$ cat src/ogi_pkg.sv
package ogi_pkg;

	localparam int DEF_MAX_WIDTH  = 256;
	localparam int DEF_MAX_HEIGHT = 256;
	localparam int DEF_MAX_REACH  = 15;

	localparam int COORD_W = 8;
	localparam int VALUE_W = 8;
	localparam int CFG_W   = 9;
	localparam int CFG_IDX_W = 2;
	// signed neighbor coordinate: 8-bit cell plus offset up to +/-15
	localparam int NB_W = 10;

	localparam logic signed [VALUE_W-1:0] OBSTACLE_LEVEL = 8'sd100;

	localparam logic KIND_LOAD = 1'b0;
	localparam logic KIND_READ = 1'b1;

	localparam logic [CFG_IDX_W-1:0] REG_GRID_WIDTH  = 2'd0;
	localparam logic [CFG_IDX_W-1:0] REG_GRID_HEIGHT = 2'd1;
	localparam logic [CFG_IDX_W-1:0] REG_REACH_CELLS = 2'd2;
	localparam logic [CFG_IDX_W-1:0] REG_RADIUS_SQ   = 2'd3;

	localparam logic [8:0] RST_GRID_WIDTH  = 9'd256;
	localparam logic [8:0] RST_GRID_HEIGHT = 9'd256;
	localparam logic [3:0] RST_REACH_CELLS = 4'd0;
	localparam logic [7:0] RST_RADIUS_SQ   = 8'd0;

	typedef enum logic [4:0] {
		ST_IDLE   = 5'b00001,
		ST_CENTER = 5'b00010,
		ST_SCAN   = 5'b00100,
		ST_DRAIN  = 5'b01000,
		ST_FINISH = 5'b10000
	} state_t;

	typedef struct packed {
		logic write;      // store the incoming load word
		logic capture;    // latch read coordinates, restart the scan
		logic rd_center;  // fetch the addressed cell
		logic rd_scan;    // fetch the current neighbor and advance
		logic load_out;   // move the result into the output register
	} cmd_t;

	typedef struct packed {
		logic in_inside;  // incoming word addresses a cell in the grid
		logic scan_last;  // current offset is the last of the square
	} status_t;

endpackage

$ cat src/ogi_ctrl.sv
module ogi_ctrl (
	input  logic             clk,
	input  logic             arst_n,
	input  logic             in_valid,
	output logic             in_stall,
	input  logic             kind,
	output logic             out_valid,
	input  logic             out_stall,
	input  ogi_pkg::status_t status,
	output ogi_pkg::cmd_t    cmd
);

	ogi_pkg::state_t state_q, state_d;
	logic out_valid_q;
	logic accept;

	assign in_stall  = (state_q != ogi_pkg::ST_IDLE);
	assign out_valid = out_valid_q;
	assign accept    = in_valid && (state_q == ogi_pkg::ST_IDLE);

	always_comb begin
		state_d = state_q;
		cmd     = '0;
		case (state_q)
			ogi_pkg::ST_IDLE: begin
				if (accept && kind == ogi_pkg::KIND_LOAD) begin
					cmd.write = 1'b1;
				end else if (accept) begin
					cmd.capture = 1'b1;
					state_d = status.in_inside ? ogi_pkg::ST_CENTER : ogi_pkg::ST_FINISH;
				end
			end
			ogi_pkg::ST_CENTER: begin
				cmd.rd_center = 1'b1;
				state_d = ogi_pkg::ST_SCAN;
			end
			ogi_pkg::ST_SCAN: begin
				cmd.rd_scan = 1'b1;
				if (status.scan_last) begin
					state_d = ogi_pkg::ST_DRAIN;
				end
			end
			ogi_pkg::ST_DRAIN: begin
				// last neighbor word lands this cycle
				state_d = ogi_pkg::ST_FINISH;
			end
			ogi_pkg::ST_FINISH: begin
				if (!out_valid_q || !out_stall) begin
					cmd.load_out = 1'b1;
					state_d = ogi_pkg::ST_IDLE;
				end
			end
			default: begin
				state_d = ogi_pkg::ST_IDLE;
			end
		endcase
	end

	always_ff @(posedge clk or negedge arst_n) begin
		if (!arst_n) begin
			state_q     <= ogi_pkg::ST_IDLE;
			out_valid_q <= 1'b0;
		end else begin
			state_q <= state_d;
			if (cmd.load_out) begin
				out_valid_q <= 1'b1;
			end else if (!out_stall) begin
				out_valid_q <= 1'b0;
			end
		end
	end

endmodule

$ cat config.mk
export PLATFORM = sky130hd
export DESIGN_NAME = ogi_ctrl
export DESIGN_NICKNAME = d
export VERILOG_FILES = /design/src/ogi_pkg.sv /design/src/ogi_ctrl.sv
export SDC_FILE = /design/constraint.sdc
export NUM_CORES = 1
export LEC_CHECK = 0
export BUFFER_PORTS_ARGS = -buffer_cell sky130_fd_sc_hd__buf_2
export CAP_MARGIN = 5
export CORE_AREA = 2 2 39 41
export CTS_BUF_LIST = sky130_fd_sc_hd__clkbuf_8
export DETAILED_ROUTE_END_ITERATION = 10
export DIE_AREA = 0 0 41 43
export PLACE_DENSITY = 0.53
export SYNTH_ARGS = -nofsm -noshare
export SYNTH_HDL_FRONTEND = slang
export SYNTH_SLANG_ARGS = --single-unit
$ cat constraint.sdc
create_clock -name clk -period 1.97 [get_ports clk]
set_input_delay 0.197 -clock clk [delete_from_list [all_inputs] [get_ports clk]]
set_output_delay 0.197 -clock clk [all_outputs]
set_load 0.05 [all_outputs]
==> results of run 1 <==
-- metrics by stage --
stage | total power [W] | util (%)
floorplan | 0.000668 | -
global placement | 0.000762 | 33.4
detailed placement | 0.000757 | 33.4
CTS | 0.000961 | 37.3
global route | 0.00103 | 37.3
finish | 0.000952 | 37.3
-- cell usage in the layout, fill, tap and decap left out --
master,count
nand2_1,6
nand3_1,1
nand4_2,1
nor2_2,1
nand2b_1,1
dfrtp_1,5
xor2_1,1
nor2b_1,1
a31oi_1,1
nand4_1,2
mux2_2,1
and4_1,1
buf_2,13
o21ai_0,1
dlygate4sd3_1,1
and2_4,1
o211ai_1,1
and3_1,3
dfstp_2,1
clkbuf_8,3
nor2_1,6
nor3_4,1
nand4b_1,1
a21oi_1,2
inv_1,4
a41o_1,1
-- path summary, 6_finish.rpt --
check	endpoint	slack, ns	cells past startpoint	from
hold reg to reg	out_valid$_DFFE_PN0P_	0.55	2	out_valid$_DFFE_PN0P_
min in group asynchronous	out_valid$_DFFE_PN0P_	0.32	2	arst_n
setup / recovery	cmd[4]	0.21	5	state_q[3]$_DFFE_PN0P_
setup reg to reg	state_q[4]$_DFFE_PN0P_	0.57	4	state_q[3]$_DFFE_PN0P_
max in group asynchronous	state_q[0]$_DFFE_PN1P_	1.42	2	arst_n
hold / removal	out_valid$_DFFE_PN0P_	0.23	3	out_stall
-- synth_stat cells, drive strengths merged --
| master | n |
|---|---|
| nor2 | 7 |
| nand2 | 6 |
| dfrtp | 5 |
| and3 | 3 |
| inv | 3 |
| nand4 | 3 |
| a21oi | 2 |
| a31oi | 1 |
| a41o | 1 |
| and2 | 1 |
| and4 | 1 |
| buf | 1 |
| dfstp | 1 |
| mux2 | 1 |
| nand2b | 1 |
| nand3 | 1 |
| nand4b | 1 |
| nor2b | 1 |
| nor3 | 1 |
| o211ai | 1 |
| o21ai | 1 |
| xor2 | 1 |
-- cells by family (layout without fill, tap and decap cells) --
logic type | after synthesis | count (layout) | share of synthesized area [%]
AND/OR/NAND/NOR | 26 | 26 | 40.0
flip-flops | 6 | 6 | 39.0
multiplexers | 1 | 1 | 2.90
AO/OA/AOI/OAI | 6 | 6 | 10.0
buffers and inverters | 4 | 21 | 5.81
XOR/XNOR | 1 | 1 | 2.26
-- final cells by class --
type                            count  area share [%]
Sequential cell                     6            29.3
Inverter                            3            2.18
Clock buffer                        3            7.99
Clock inverter                      1           0.726
Multi-Input combinational cell     34            41.4
Tap cell                           16            3.87
Timing Repair Buffer               14            14.5
-- flip-flops by register name, indices dropped and copies added (netlist names) --
name / count
state_q: 5
out_valid: 1
-- power breakdown --
group	switching [W]	internal, W
logic	0.000322	0.000176
clock network	0.0000607	0.000134
registers	0.0000809	0.000177
-- layer usage --
metal / share of wire (%) / up-vias / track usage (%)
met5: 0 / - / 0
met4: 4.1 / 0 / 12.0
met3: 6.8 / 4 / 7.85
met2: 44 / 19 / 20.6
met1: 45 / 169 / 17.4
li1: - / 191 / -
-- what timing repair did --
| item | 4_1_cts | 5_1_grt |
|---|---|---|
| hold endpoints to repair | 5 | 0 |
| setup endpoints to repair | 0 | 0 |
| setup buffers | 0 | 0 |
| hold buffers | 1 | 0 |
-- worst min-delay path, stage by stage --
cell	delay (ns)
buf_2	0.10
nand2_1	0.07
nand2_1	0.06
==> results.md, run 1 <==
- Period utilization: 89.4%
- Total negative slack: 0 ns
- Crit path buffers/inverters: 1
- Hold Fails Final Rpt: 0
- Layout cell share with drive strength beyond 1: 36.1%
- Final nets: 69
- CP required: 1.77 ns
- Finished Layout Cells: 77
- Drt wl/cell: 12.0 um
- Vias/cell: 4.97
- CP cell instances: nor2_1, and3_1, nand2_1, nor2_1, buf_2
- Cell taking the most area after synthesis: dfrtp_1
- Syn Nets: 51
- DR pass1 iterations: 4
- Initial antenna violation count: 0
- Dpl hpwl: 710 um
- Largest net degree at the start of global routing: 9
- Area growth syn-to-layout: 33.2%
- Synth area leaders: dfrtp_1, dfstp_2, nand2_1
- Post-route ant nets: 0
- CTS buffer count: 3
- Max_slew headroom: 77.9%
- CP Data Arrival Time: 1.56 ns
- Vias in the first global route: 397
- Cells after DPL: 72
- # fillers: 150
- Worst-Margin Slew: 0.332 ns
- Classification of the worst-slack hold path: in -> reg
- Setup WS pre-CTS: 0.460 ns
- DP Area: 462 sq um
- # IOs: 14
- # rows: 14
- Yosys cell types: 24
- Cts repair resizes: 0
- Sequential element share of the synthesized area: 39.0%
- CTS H-tree depth: 1
- Die Wd: 41 um
- FF/Latch Area: 151 sq um
- Synth Cell Area: 388 sq um
- Initial core utilization: 28.0%
- Routed wire length: 924 um
- Synthesized netlist cell count: 44
- Ys Warns: 0
- CP max stage cell: dfrtp_1
- Final count of negative-setup-slack endpoints: 0
- Slew Limit Fails: 0
- Worst path top cell family by delay: simple AND/OR/NAND/NOR gates
- Tot GR Track Use: 15.4%
- Yosys top cell area share: 32.3%
- CTS Root Cell: clkbuf_8
- Slowest stage delay, CP: 0.48 ns
- Core Area: 0.00138 sq mm
- Fmax: 568 MHz
- First-pass GRT wire length: 1.68 mm
- Iter 0 DRT Violations: 6
- Max-cap violation count: 0
- Status: completed
- CP endpoint kind: output pin
- Critical-path maximum fanout: 8
- Routed vias: 383
- WS Path Type: reg -> out
- Area of the multi-input gates: 214 sq um
- TritonCTS clock tree: yes
- Mean area per synthesized cell: 8.82 sq um
- Leak: 0.287 nW
- Setup ws final: 0.208 ns
- Final instance area: 517 sq um
- Cell Pwr Density: 1840 mW/mm^2
- Number of synthesized register bits: 6
- RSZ-0062 raised after global routing: no
- Worst VDD drop: 0.695 mV
- CTS max path bufs: 2
- Crit start category: flop
- Placer Congestion: 0.843
- DIE AREA: 0.00176 sq mm
- Hold Slack: 0.229 ns
- GRT Residual Overflow: 0
- Chip height: 43 um
- Clock transition at path regs: 0.04 ns
- Crit path top cell by count: nor2_1
- Sink Count: 6
- Latest clock arrival within the worst-skew pair: 0.23 ns
- Min cycle time layout: 1.76 ns
- Worst Skew: 0.00460 ns
- Antenna diodes: 0
- Post-route DRC: 0
- Port bufs: 13
No activity file was read; power rests on OpenSTA's default activity.
==> inputs of run 2 (changes only) <==
--- a/config.mk
+++ b/config.mk
@@ -7,11 +7,13 @@
 export LEC_CHECK = 0
 export BUFFER_PORTS_ARGS = -buffer_cell sky130_fd_sc_hd__buf_2
 export CAP_MARGIN = 5
+export CELL_PAD_IN_SITES_DETAIL_PLACEMENT = 1
+export CELL_PAD_IN_SITES_GLOBAL_PLACEMENT = 1
 export CORE_AREA = 2 2 39 41
 export CTS_BUF_LIST = sky130_fd_sc_hd__clkbuf_8
 export DETAILED_ROUTE_END_ITERATION = 10
 export DIE_AREA = 0 0 41 43
-export PLACE_DENSITY = 0.53
+export PLACE_DENSITY = 0.68
 export SYNTH_ARGS = -nofsm -noshare
 export SYNTH_HDL_FRONTEND = slang
 export SYNTH_SLANG_ARGS = --single-unit
==> run 2 against run 1 <==
Compared with the run above: first-iteration DRC count is 83% lower; highest routed layer unchanged; sequential power grew 2%; cell area did not move; critical path type unchanged; register-to-register slack lost 0.05 ns; core utilization unchanged; largest cell class unchanged.
==> results.md, run 2 (synthesized netlist as in run 1, its figures left out) <==
- # IOs: 14 (unchanged)
- Min cycle time layout: 1.81 ns (was 1.76 ns)
- Fmax: 552 MHz (was 568 MHz)
- Antenna diodes: 0 (unchanged)
- Final nets: 69 (unchanged)
- Cell Pwr Density: 1850 mW/mm^2 (was 1840 mW/mm^2)
- CP endpoint kind: output pin (unchanged)
- Period utilization: 91.9% (was 89.4%)
- Commonest non-fill, non-tap cell in the layout: buf_2 (unchanged)
- Area of the multi-input gates: 214 sq um (unchanged)
- Sink Count: 6 (unchanged)
- Layout cell share with drive strength beyond 1: 36.1% (unchanged)
- Status: completed (unchanged)
- CP required: 1.77 ns (about the same)
- Sequential power share: 27.4% (was 27.1%)
- Cells after DPL: 72 (unchanged)
- First-pass GRT wire length: 1.68 mm (unchanged)
- Crit path buffers/inverters: 1 (unchanged)
- Hold Fails Final Rpt: 0 (unchanged)
- Finished Layout Cells: 77 (unchanged)
- Placer Congestion: 0.785 (was 0.843)
- Iter 0 DRT Violations: 1 (was 6)
- Crit path top cell by count: nor2_1 (unchanged)
- RSZ-0062 raised after global routing: no (unchanged)
- Clock share of power: 19.9% (was 20.5%)
- Drt wl/cell: 13.4 um (was 12.0 um)
- Worst-Margin Slew: 0.322 ns (was 0.332 ns)
- Slowest stage delay, CP: 0.48 ns (about the same)
- Crit start category: flop (unchanged)
- Post-CTS Setup Bufs: 0 (unchanged)
- Most frequent cells in the layout: buf_2, nor2_1, nand2_1 (unchanged)
- Latest clock arrival within the worst-skew pair: 0.23 ns (about the same)
- Internal power: 0.000487 W (was 0.000488 W)
- Critical-path maximum fanout: 7 (was 8)
- Leak: 0.287 nW (unchanged)
- Worst path top cell family by delay: simple AND/OR/NAND/NOR gates (unchanged)
- Post-route ant nets: 0 (unchanged)
- Max_slew headroom: 78.5% (was 77.9%)
- # fillers: 174 (was 150)
- Dpl hpwl: 849 um (was 710 um)
- Initial core utilization: 28.0% (unchanged)
- Logic pwr share: 52.7% (was 52.4%)
- GRT Residual Overflow: 0 (unchanged)
- TritonCTS clock tree: yes (unchanged)
- CTS Root Cell: clkbuf_8 (unchanged)
- Total negative slack: 0 ns (unchanged)
- Chip height: 43 um (unchanged)
- Slew Limit Fails: 0 (unchanged)
- Core Area: 0.00138 sq mm (unchanged)
- NetSw: 0.000470 W (was 0.000464 W)
- Area growth syn-to-layout: 33.2% (unchanged)
- Worst VDD drop: 0.613 mV (was 0.695 mV)
- Total power: 0.000957 W (was 0.000952 W)
- Routed wire length: 1.03 mm (was 924 um)
- Largest net degree at the start of global routing: 9 (unchanged)
- Worst Skew: 0.00346 ns (was 0.00460 ns)
- CTS buffer count: 3 (unchanged)
- CP cell instances: nor2_1, and3_1, nand2_1, nor2_1, buf_2 (unchanged)
- Number of flip-flops in the largest register: 5 (unchanged)
- # rows: 14 (unchanged)
- Vias/cell: 5.05 (was 4.97)
- Final count of negative-setup-slack endpoints: 0 (unchanged)
- FF/Latch Area: 151 sq um (unchanged)
- Classification of the worst-slack hold path: in -> reg (unchanged)
- Switch share: 49.1% (was 48.7%)
- Max-cap violation count: 0 (unchanged)
- Die Wd: 41 um (unchanged)
- CTS H-tree depth: 1 (unchanged)
- Hold Slack: 0.248 ns (was 0.229 ns)
- Routed vias: 389 (was 383)
- Post-route DRC: 0 (unchanged)
- Largest register by flop count: state_q (unchanged)
- WS Path Type: reg -> out (unchanged)
- Tot GR Track Use: 15.0% (was 15.4%)
- Clock transition at path regs: 0.04 ns (about the same)
- Port bufs: 13 (unchanged)
- Initial antenna violation count: 0 (unchanged)
- DIE AREA: 0.00176 sq mm (unchanged)
- Vias in the first global route: 385 (was 397)
- CTS max path bufs: 2 (unchanged)
- DR pass1 iterations: 2 (was 4)
- CP Data Arrival Time: 1.61 ns (was 1.56 ns)
- CP max stage cell: dfrtp_1 (unchanged)
[run 2: cell counts in the layout (fill, tap and decap cells not counted)]
No cell type changed its count.
[run 2: power by group through the flow]
stage / Combinational (W) / Clock [W] / Sequential (W)
2_1_floorplan: 0.000421 / 0 / 0.000246
3_3_place_gp: 0.000501 / 0 / 0.000263
3_5_place_dp: 0.000509 / 0 / 0.000264
4_1_cts: 0.000511 / 0.000194 / 0.000263
5_1_grt: 0.000548 / 0.000200 / 0.000273
6_report: 0.000505 / 0.000190 / 0.000262
[run 2: worst paths after layout]
check	slack, ns	startpoint	depth (start not counted)	end
max in group asynchronous	1.41	arst_n	2	state_q[0]$_DFFE_PN1P_
worst min register to register	0.57	out_valid$_DFFE_PN0P_	2	out_valid$_DFFE_PN0P_
min in group asynchronous	0.34	arst_n	2	state_q[1]$_DFFE_PN0P_
worst max-delay path	0.16	state_q[2]$_DFFE_PN0P_	5	cmd[4]
worst max register to register	0.52	state_q[2]$_DFFE_PN0P_	4	state_q[4]$_DFFE_PN0P_
worst min-delay path	0.25	out_stall	3	out_valid$_DFFE_PN0P_
[run 2: worst register-to-register path: cells and delay by family (launching register included)]
kind,cells,cell delay (ns)
DFF,1,0.48
AOI/OAI and AO/OA,1,0.22
and+or+nand+nor,3,0.64
[run 2: what timing repair did]
item | 4_1_cts | 5_1_grt
hold buffers | 1 | 0
setup endpoints to repair | 0 | 0
endpoints found under the hold margin | 6 | 0
resized for setup | 0 | 0
[run 2: layer usage]
metal | vias to the layer above | global-route usage (%) | wire (um)
met2 | 13 | 21.6 | 513
met3 | 5 | 4.71 | 40
met1 | 181 | 17.3 | 437
li1 | 190 | - | -
met4 | 0 | 12.0 | 39
met5 | - | 0 | 0
[run 2: final cells by class]
type,instances,area share (%)
inverters,3,2.18
flip-flops and latches,6,29.3
multi-input cells,34,41.4
clock buffers,3,7.99
well taps,16,3.87
repair buffers,14,14.5
clock inverters,1,0.726
[run 2: metrics by stage]
step | instance area (sq um) | setup WS [ns] | util [%]
after global placement | 462 | 0.411 | 33.4
after CTS | 517 | 0.141 | 37.3
after global routing | 517 | 0.0542 | 37.3
after detailed placement | 462 | 0.379 | 33.4
after floorplan | 388 | 0.251 | -
final | 517 | 0.159 | 37.3
